## config.mk

```make
export PLATFORM = sky130hd
export DESIGN_NAME = audio_matrix_mixer_top
export DESIGN_NICKNAME = d
export VERILOG_FILES = /design/src/hdl/amm_pkg.sv /design/src/hdl/amm_ram.sv /design/src/hdl/amm_mac.sv /design/src/hdl/audio_matrix_mixer_top.sv
export SDC_FILE = /design/constraint.sdc
export NUM_CORES = 2
export LEC_CHECK = 0
export ABC_AREA = 1
export BUFFER_PORTS_ARGS = -buffer_cell sky130_fd_sc_hd__buf_2
export CAP_MARGIN = 20
export CORE_ASPECT_RATIO = 1.1
export CORE_UTILIZATION = 45
export CTS_BUF_LIST = sky130_fd_sc_hd__clkbuf_8
export CTS_CLUSTER_DIAMETER = 80
export DETAILED_ROUTE_END_ITERATION = 10
export GPL_TIMING_DRIVEN = 0
export SETUP_SLACK_MARGIN = 0.2
export SLEW_MARGIN = 20
export SYNTH_ARGS = -nofsm -noshare
export SYNTH_HDL_FRONTEND = slang
export SYNTH_SLANG_ARGS = --single-unit
export TNS_END_PERCENT = 5
```

## constraint.sdc

```tcl
create_clock -name clk -period 10.4 [get_ports clk]
set_clock_uncertainty 0.2 [all_clocks]
set_input_delay 2.08 -clock clk [delete_from_list [all_inputs] [get_ports clk]]
set_output_delay 2.08 -clock clk [all_outputs]
set_load 0.01 [all_outputs]
```

## src/hdl/amm_pkg.sv

```systemverilog
`default_nettype none
package amm_pkg;

  localparam int MAX_INPUTS     = 8;
  localparam int MAX_OUTPUTS    = 8;
  localparam int GAIN_FRAC_BITS = 12;
  localparam int FIELD_LANES    = 8;

  localparam int CH_W    = 3;
  localparam int CNT_W   = 4;
  localparam int SMP_W   = 24;
  localparam int GAIN_W  = 16;
  localparam int PROD_W  = SMP_W + GAIN_W;
  localparam int ACC_W   = PROD_W + ((MAX_INPUTS > 1) ? $clog2(MAX_INPUTS) : 1);
  localparam int MIX_W   = 24;

  localparam int GT_DEPTH = MAX_INPUTS * MAX_OUTPUTS;
  localparam int GT_AW    = (GT_DEPTH > 1) ? $clog2(GT_DEPTH) : 1;
  localparam int FS_AW    = (MAX_INPUTS > 1) ? $clog2(MAX_INPUTS) : 1;

  localparam int IN_TDATA_W  = 48;
  localparam int OUT_TDATA_W = 32;
  localparam int OUT_PAD_W   = OUT_TDATA_W - CH_W - MIX_W;

  localparam logic [CNT_W-1:0] CNT_RESET = CNT_W'(2);

  // op codes carried in tuser
  localparam logic OP_GAIN   = 1'b0;
  localparam logic OP_SAMPLE = 1'b1;

  // configuration register indexes
  localparam logic CFG_IN_COUNT  = 1'b0;
  localparam logic CFG_OUT_COUNT = 1'b1;

  typedef struct packed {
    logic vld;
    logic first;
    logic last;
  } mac_ctl_t;

  // Zero means one channel; clamp to the table size and the field reach.
  function automatic logic [CNT_W-1:0] active_count(logic [CNT_W-1:0] r, int limit);
    logic [CNT_W-1:0] n;
    n = r;
    if (n == '0) n = CNT_W'(1);
    if (int'(n) > limit) n = CNT_W'(limit);
    if (int'(n) > FIELD_LANES) n = CNT_W'(FIELD_LANES);
    return n;
  endfunction

endpackage
`default_nettype wire

```

## src/hdl/amm_ram.sv

```systemverilog
`default_nettype none
module amm_ram #(
  parameter int WIDTH = 16,
  parameter int DEPTH = 64
) (
  input  wire logic                       clk,
  input  wire logic                       wr_en,
  input  wire logic [$clog2(DEPTH)-1:0]   wr_addr,
  input  wire logic [WIDTH-1:0]           wr_data,
  input  wire logic [$clog2(DEPTH)-1:0]   rd_addr,
  output logic      [WIDTH-1:0]           rd_data
);

  logic [WIDTH-1:0] mem [DEPTH];

  always_ff @(posedge clk) begin
    if (wr_en) begin
      mem[wr_addr] <= wr_data;
    end
    rd_data <= mem[rd_addr];
  end

endmodule
`default_nettype wire

```

## src/hdl/amm_mac.sv

```systemverilog
`default_nettype none
module amm_mac
  import amm_pkg::*;
(
  input  wire logic                      clk,
  input  wire logic                      rst_n,
  input  wire mac_ctl_t                  ctl,
  input  wire logic signed [SMP_W-1:0]   smp,
  input  wire logic signed [GAIN_W-1:0]  gain,
  output logic                           res_vld,
  output logic signed [MIX_W-1:0]        res
);

  // stage 1: product
  logic                     p_vld_r, p_first_r, p_last_r;
  logic signed [PROD_W-1:0] prod_r;
  // stage 2: accumulate
  logic                     a_done_r;
  logic signed [ACC_W-1:0]  acc_r, acc_nxt, prod_ext;
  // stage 3: round toward zero, saturate
  logic                     res_vld_r;
  logic signed [MIX_W-1:0]  res_r, res_nxt;
  logic signed [ACC_W-1:0]  rnd, q;
  logic                     fits;

  assign prod_ext = {{(ACC_W-PROD_W){prod_r[PROD_W-1]}}, prod_r};
  assign acc_nxt  = p_first_r ? prod_ext : acc_r + prod_ext;

  // negative sums get 2^F-1 added so the arithmetic shift truncates toward zero
  assign rnd  = acc_r + (acc_r[ACC_W-1] ? ACC_W'((2 ** GAIN_FRAC_BITS) - 1) : '0);
  assign q    = rnd >>> GAIN_FRAC_BITS;
  assign fits = (&q[ACC_W-1:MIX_W-1]) | ~(|q[ACC_W-1:MIX_W-1]);

  always_comb begin
    if (fits) begin
      res_nxt = q[MIX_W-1:0];
    end else if (q[ACC_W-1]) begin
      res_nxt = {1'b1, {(MIX_W-1){1'b0}}};
    end else begin
      res_nxt = {1'b0, {(MIX_W-1){1'b1}}};
    end
  end

  always_ff @(posedge clk) begin
    if (!rst_n) begin
      p_vld_r   <= 1'b0;
      p_first_r <= 1'b0;
      p_last_r  <= 1'b0;
      a_done_r  <= 1'b0;
      res_vld_r <= 1'b0;
    end else begin
      p_vld_r   <= ctl.vld;
      p_first_r <= ctl.first;
      p_last_r  <= ctl.last;
      a_done_r  <= p_vld_r & p_last_r;
      res_vld_r <= a_done_r;
    end
  end

  always_ff @(posedge clk) begin
    if (ctl.vld) begin
      prod_r <= PROD_W'(smp) * PROD_W'(gain);
    end
    if (p_vld_r) begin
      acc_r <= acc_nxt;
    end
    if (a_done_r) begin
      res_r <= res_nxt;
    end
  end

  assign res_vld = res_vld_r;
  assign res     = res_r;

endmodule
`default_nettype wire

```

## src/hdl/audio_matrix_mixer_top.sv

```systemverilog
// Channel   Dir  Handshake              Word
// in_       in   in_tvalid/in_tready    tuser op; tdata gain write or one sample
// out_      out  out_tvalid/out_tready  tdata channel, mixed; tlast on last output
// cfg_      in   cfg_we                 cfg_idx selects in_count / out_count
//
// Gain writes and non-final samples are accepted while idle. The final input channel's sample
// starts the mix: each output runs in_count terms through the single shared
// multiply-accumulate unit (RAM read, multiply, accumulate, round), one output at a
// time; the next output waits until the previous result is loaded into the output register.
// in_tready is low while mixing; a stalled result holds the sequencer until taken.
// Synchronous active-low reset clears the gain-entry valid bits, so the whole gain
// table reads as zero at once; no clearing pass is needed.
`default_nettype none
module audio_matrix_mixer_top
  import amm_pkg::*;
(
  input  wire logic                    clk,
  input  wire logic                    rst_n,
  // slave stream
  input  wire logic                    in_tvalid,
  output logic                         in_tready,
  input  wire logic [IN_TDATA_W-1:0]   in_tdata,   // [2:0] in_channel, [5:3] out_channel,
                                                   // [21:6] gain, [45:22] sample, pad
  input  wire logic                    in_tuser,   // [0] op
  // master stream
  output logic                         out_tvalid,
  input  wire logic                    out_tready,
  output logic [OUT_TDATA_W-1:0]       out_tdata,  // [2:0] channel, [26:3] mixed, pad
  output logic                         out_tlast,
  // configuration
  input  wire logic                    cfg_we,
  input  wire logic                    cfg_idx,
  input  wire logic [CNT_W-1:0]        cfg_data
);

  typedef enum logic [3:0] {
    S_IDLE  = 4'b0001,
    S_ISSUE = 4'b0010,
    S_WAIT  = 4'b0100,
    S_EMIT  = 4'b1000
  } state_t;

  state_t state_r, state_nxt;

  logic [CH_W-1:0]  o_r, o_nxt;  // output channel being mixed
  logic [CH_W-1:0]  k_r, k_nxt;  // input channel term being issued
  logic [CNT_W-1:0] in_cnt_r, out_cnt_r;
  logic [CNT_W-1:0] n_in, n_out;

  // input word fields
  logic                     in_op;
  logic [CH_W-1:0]          in_ich, in_och;
  logic signed [GAIN_W-1:0] in_gain;
  logic signed [SMP_W-1:0]  in_smp;
  logic                     in_acc;

  // frame store and gain table
  logic signed [SMP_W-1:0]  frame_r [MAX_INPUTS];
  logic [GT_DEPTH-1:0]      gv_r;
  logic                     gv_q_r;
  logic signed [SMP_W-1:0]  smp_q_r;
  logic                     gt_we;
  logic [GT_AW-1:0]         gt_waddr, gt_raddr;
  logic [GAIN_W-1:0]        gt_q;
  logic signed [GAIN_W-1:0] gain_eff;
  logic                     smp_we, frame_go;

  // sequencer to MAC
  mac_ctl_t                 ctl_r;
  logic                     issue, k_last, o_last;
  logic                     res_vld;
  logic signed [MIX_W-1:0]  res;

  // output register
  logic                     out_vld_r, out_last_r, out_load;
  logic [CH_W-1:0]          out_ch_r;
  logic signed [MIX_W-1:0]  out_mix_r;

  assign in_op   = in_tuser;
  assign in_ich  = in_tdata[2:0];
  assign in_och  = in_tdata[5:3];
  assign in_gain = in_tdata[21:6];
  assign in_smp  = in_tdata[45:22];

  assign in_tready = (state_r == S_IDLE);
  assign in_acc    = in_tvalid & in_tready;

  assign n_in  = active_count(in_cnt_r, MAX_INPUTS);
  assign n_out = active_count(out_cnt_r, MAX_OUTPUTS);

  // gain writes outside the table are dropped
  assign gt_we    = in_acc && (in_op == OP_GAIN) &&
                    (int'(in_ich) < MAX_INPUTS) && (int'(in_och) < MAX_OUTPUTS);
  assign gt_waddr = GT_AW'(int'(in_och) * MAX_INPUTS + int'(in_ich));
  assign gt_raddr = GT_AW'(int'(o_r) * MAX_INPUTS + int'(k_r));

  assign smp_we   = in_acc && (in_op == OP_SAMPLE) && (int'(in_ich) < MAX_INPUTS);
  assign frame_go = smp_we && (CNT_W'(in_ich) == n_in - CNT_W'(1));

  assign issue  = (state_r == S_ISSUE);
  assign k_last = (CNT_W'(k_r) == n_in - CNT_W'(1));
  assign o_last = (CNT_W'(o_r) == n_out - CNT_W'(1));

  assign out_load = (state_r == S_EMIT) && (!out_vld_r || out_tready);

  // entries never written since reset read as zero
  assign gain_eff = gv_q_r ? gt_q : '0;

  amm_ram #(
    .WIDTH (GAIN_W),
    .DEPTH (GT_DEPTH)
  ) u_gain_ram (
    .clk     (clk),
    .wr_en   (gt_we),
    .wr_addr (gt_waddr),
    .wr_data (in_gain),
    .rd_addr (gt_raddr),
    .rd_data (gt_q)
  );

  amm_mac u_mac (
    .clk     (clk),
    .rst_n   (rst_n),
    .ctl     (ctl_r),
    .smp     (smp_q_r),
    .gain    (gain_eff),
    .res_vld (res_vld),
    .res     (res)
  );

  always_comb begin
    state_nxt = state_r;
    o_nxt     = o_r;
    k_nxt     = k_r;
    case (state_r)
      S_IDLE: begin
        if (frame_go) begin
          state_nxt = S_ISSUE;
          o_nxt     = '0;
          k_nxt     = '0;
        end
      end
      S_ISSUE: begin
        k_nxt = k_r + CH_W'(1);
        if (k_last) begin
          k_nxt     = '0;
          state_nxt = S_WAIT;
        end
      end
      S_WAIT: begin
        if (res_vld) begin
          state_nxt = S_EMIT;
        end
      end
      S_EMIT: begin
        if (out_load) begin
          if (o_last) begin
            state_nxt = S_IDLE;
          end else begin
            o_nxt     = o_r + CH_W'(1);
            state_nxt = S_ISSUE;
          end
        end
      end
      default: begin
        state_nxt = S_IDLE;
      end
    endcase
  end

  always_ff @(posedge clk) begin
    if (!rst_n) begin
      state_r   <= S_IDLE;
      o_r       <= '0;
      k_r       <= '0;
      in_cnt_r  <= CNT_RESET;
      out_cnt_r <= CNT_RESET;
      gv_r      <= '0;
      ctl_r     <= '0;
      out_vld_r <= 1'b0;
    end else begin
      state_r <= state_nxt;
      o_r     <= o_nxt;
      k_r     <= k_nxt;
      if (cfg_we) begin
        case (cfg_idx)
          CFG_IN_COUNT:  in_cnt_r  <= cfg_data;
          CFG_OUT_COUNT: out_cnt_r <= cfg_data;
          default: ;
        endcase
      end
      if (gt_we) begin
        gv_r[gt_waddr] <= 1'b1;
      end
      // lines up with the registered RAM and frame reads
      ctl_r <= '{vld: issue, first: (k_r == '0), last: k_last};
      if (out_load) begin
        out_vld_r <= 1'b1;
      end else if (out_tready) begin
        out_vld_r <= 1'b0;
      end
    end
  end

  always_ff @(posedge clk) begin
    if (smp_we) begin
      frame_r[FS_AW'(in_ich)] <= in_smp;
    end
    smp_q_r <= frame_r[FS_AW'(k_r)];
    gv_q_r  <= gv_r[gt_raddr];
    if (out_load) begin
      out_ch_r   <= o_r;
      out_mix_r  <= res;
      out_last_r <= o_last;
    end
  end

  assign out_tvalid = out_vld_r;
  assign out_tdata  = {{OUT_PAD_W{1'b0}}, out_mix_r, out_ch_r};
  assign out_tlast  = out_last_r;

endmodule
`default_nettype wire

```

==> flow_summary_export.csv <==
group,metric,value,unit
sta,max-slew-margin-rel,0.149,
clock_tree,postCtsSetupBuffers,0,
route,vias,58601,
pwr,total_power,18.3,mW
route,route.detailed.drc,0,
clock_tree,cts-resized-gates,0,
route,routed_via_density,5.85,
global_routing,grt_pass1_wl,419,mm
die,core_area,0.167,sq mm
status,outcome,"finished, final reports clean",
worst_setup_path,startpoint_type,"flop",
logic_synthesis,synth_edf_count,1351,
route,antenna_left,0,
logic_synthesis,syn_area,0.0757,sq mm
min_path,hold_path_depth,2,
worst_setup_path,slowest_stage,"fa_1",
sta,hold_viol,0,
die,ios,94,
pwr,p_per_area,213,mW/mm^2
sta,finalSetupViolCount,0,
worst_setup_path,cp_cell_sequence,"clkbuf_1, nand2_1, inv_1, clkbuf_1, nand2_1, fa_1, inv_1, fa_1, fa_1, fa_1, fa_1, inv_1, fa_1, inv_1, ha_1, nand2_1, nor2_1, inv_1, nor2_1, inv_1, nor4_1, nand3_1, nand3_1, xor2_1",
pwr,vdd_drop_max,0.204,mV
worst_setup_path,cp.depth,24,
flow_run,max-cap-violations,0,
sta,timing.setup.tns,0,ps
die,start_util,0.454,
worst_setup_path,crit_fanout,10,
worst_setup_path,reg2reg_depth,24,
sta,clock.fmax,124,MHz
global_routing,grt-ovfl-total,0,
logic_synthesis,synth_ff_type,"edfxtp_1",
worst_setup_path,path_delay_family,"adder cells",
global_routing,grt_max_degree,65,
logic_synthesis,synth_top_area_share,0.536,
clock_tree,path_clk_slew,60,ps
clock_tree,hold_buffers,0,
global_routing,grt_pass1_vias,55789,
route,dr.pass1.iters,7,
worst_setup_path,arrival,8610,ps
worst_setup_path,crit_type,"flop to flop",
placement,io_buffers,85,
worst_setup_path,worst_ep_required_time,10920,ps
die,fp.dieH,432,um
placement,gp_congestion,1.07,
logic_synthesis,yosysWarningCount,0,
route,initialDrtViolationCount,7359,
sta,finalCritPeriodShare,0.778,
worst_setup_path,cp-end-kind,"flop",
die,fp.dieArea,0.170,sq mm
placement,hpwlAfterDp,226,mm
logic_synthesis,syn_inst,7160,
worst_setup_path,crit_buf_inv,8,
min_path,hp-class,"flop to flop",
logic_synthesis,synth.avg_cell_area,10.6,sq um
logic_synthesis,seq_area_frac_synth,0.571,
cells_and_area,syn_to_final_growth,13.8,%
clock_tree,numClockSinks,1483,
route,routed_wl,304,mm
logic_synthesis,synth_seq_cells,1483,
sta,min_period,8090,ps
logic_synthesis,synth_area_leaders,"edfxtp_1 54%, fa_1 9.9%, nor2_1 6.7%, o21ai_0 5.8%, nand2_1 4.1%",
clock_tree,htree_levels,4,
logic_synthesis,postSynth.asyncResetShare,0,
sta,rsz0062_at_grt,"no",
cells_and_area,drive_gt1_frac,0.0895,
clock_tree,clk_latency,1030,ps
worst_setup_path,worst_path_largest_cell_delay,600,ps
clock_tree,clockBufferDepth,3,
logic_synthesis,synth.distinct_cells,48,
die,die_width,393,um
sta,maxSlewViolCount,0,
global_routing,grt_antenna_before_repair,23,
clock_tree,numCtsBuffers,234,
logic_synthesis,synth_top_area_cell,"edfxtp_1",
cells_and_area,fillers,14978,
cells_and_area,finalNetCount,8161,
pwr,p_leak,33.3,nW
clock_tree,clock_tree.root_cell,"clkbuf_8",
route,wl_per_cell,30.4,um
global_routing,grt.total_usage,0.357,
clock_tree,cts_tree,"done",
sta,worst_pin_slew,1270,ps
die,num_rows,157,
-- per-layer routing --
metal	part of all wire	track usage
met1	0.37	0.448
met2	0.46	0.555
met3	0.097	0.0784
met4	0.078	0.235
met5	0.00035	0
-- report_power, final --
group	switching, mW	internal [mW]
clock	2.44	2.46
sequential	0.0653	6.77
combinational	4.54	2.07
total	7.05	11.3
-- cell type report --
type | count | area (sq um) | share of cell area
well taps | 2226 | 2790 | 0.0323
clock inverters | 197 | 1200 | 0.0139
plain buffers | 351 | 1540 | 0.0178
diodes | 14 | 35.0 | 0.000407
flip-flops and latches | 1483 | 43200 | 0.502
multi-input cells | 4525 | 28500 | 0.331
inverters | 805 | 3020 | 0.0351
clock buffers | 245 | 3370 | 0.0391
repair buffers | 171 | 2500 | 0.0290
-- tightest hold or removal path, delay by kind of cell, from the launching register on --
family | cells | cell delay (ps)
flip-flops | 1 | 300
AND/OR/NAND/NOR | 2 | 90
-- sequential cells by signal, indices dropped and copies added (netlist names), 3 cells and up --
signal and flops:
u_gain_ram.mem 1024, gv_r 64, o_r 3, u_mac.prod_r 40, in_cnt_r 4, state_r 4
u_gain_ram.rd_data 16, ctl_r 3, out_ch_r 3, u_mac.acc_r 43, out_mix_r 24, frame_r 192
k_r 3, u_mac.res 24, out_cnt_r 4, smp_q_r 24
-- metrics by stage --
step / instance area, sq um / instances / util / worst slack [ps] / hold slack (ps)
floorplan: 75700 / 7164 / - / 4000 / 190
CTS: 86100 / 10002 / 0.516 / 2470 / 215
global placement: 78900 / 9475 / 0.473 / 2460 / 197
finish: 86100 / 10017 / 0.517 / 2310 / 212
global route: 86100 / 10007 / 0.516 / 2030 / 224
detailed placement: 81500 / 9560 / 0.489 / 2530 / 200
-- Yosys cell counts, drive strengths merged, types with 4 or more instances --
master / count
a21boi: 5
a21o: 14
a21oi: 118
a31oi: 38
buf: 108
clkbuf: 243
clkinv: 11
dfxtp: 132
edfxtp: 1351
fa: 375
ha: 156
inv: 794
nand2: 828
nand3: 152
nand3b: 4
nand4: 25
nor2: 1356
nor3: 24
nor4: 10
o211ai: 45
o21a: 4
o21ai: 905
o21bai: 11
o221ai: 38
o22ai: 304
o31ai: 4
or2: 23
xnor2: 27
xor2: 45
-- kinds of logic (layout without fill, tap and decap cells) --
group                    count (synthesis)  after routing  synth area share
AND/OR/NAND/NOR                       2427           2427             0.126
AO/OA/AOI/OAI                         1490           1490             0.109
flip-flops                            1483           1483             0.571
buffers and inverters                 1156           1769            0.0601
adder cells (fa/ha/maj)                531            531             0.125
XOR/XNOR                                72             72           0.00833
other                                    1             19         0.0000496
-- worst paths after layout --
check / startpoint / endpoint / slack (ps)
max: gv_q_r / u_mac.prod_r[38] / 2310
min: u_mac.p_last_r / u_mac.a_done_r / 210
max reg2reg: gv_q_r / u_mac.prod_r[38] / 2310
min reg2reg: u_mac.p_last_r / u_mac.a_done_r / 210
-- placed cells by master (no fill, tap or decap), drive strengths merged, types with 93 or more instances in the layout --
cell type | synthesis | routed
edfxtp | 1351 | 1351
nand2 | 828 | 828
inv | 794 | 896
clkinv | 11 | 93
o21ai | 905 | 905
nor2 | 1356 | 1356
dfxtp | 132 | 132
clkbuf | 243 | 488
o22ai | 304 | 304
a21oi | 118 | 118
nand3 | 152 | 152
fa | 375 | 375
buf | 108 | 279
ha | 156 | 156
Power figures use the tool's default switching activity.
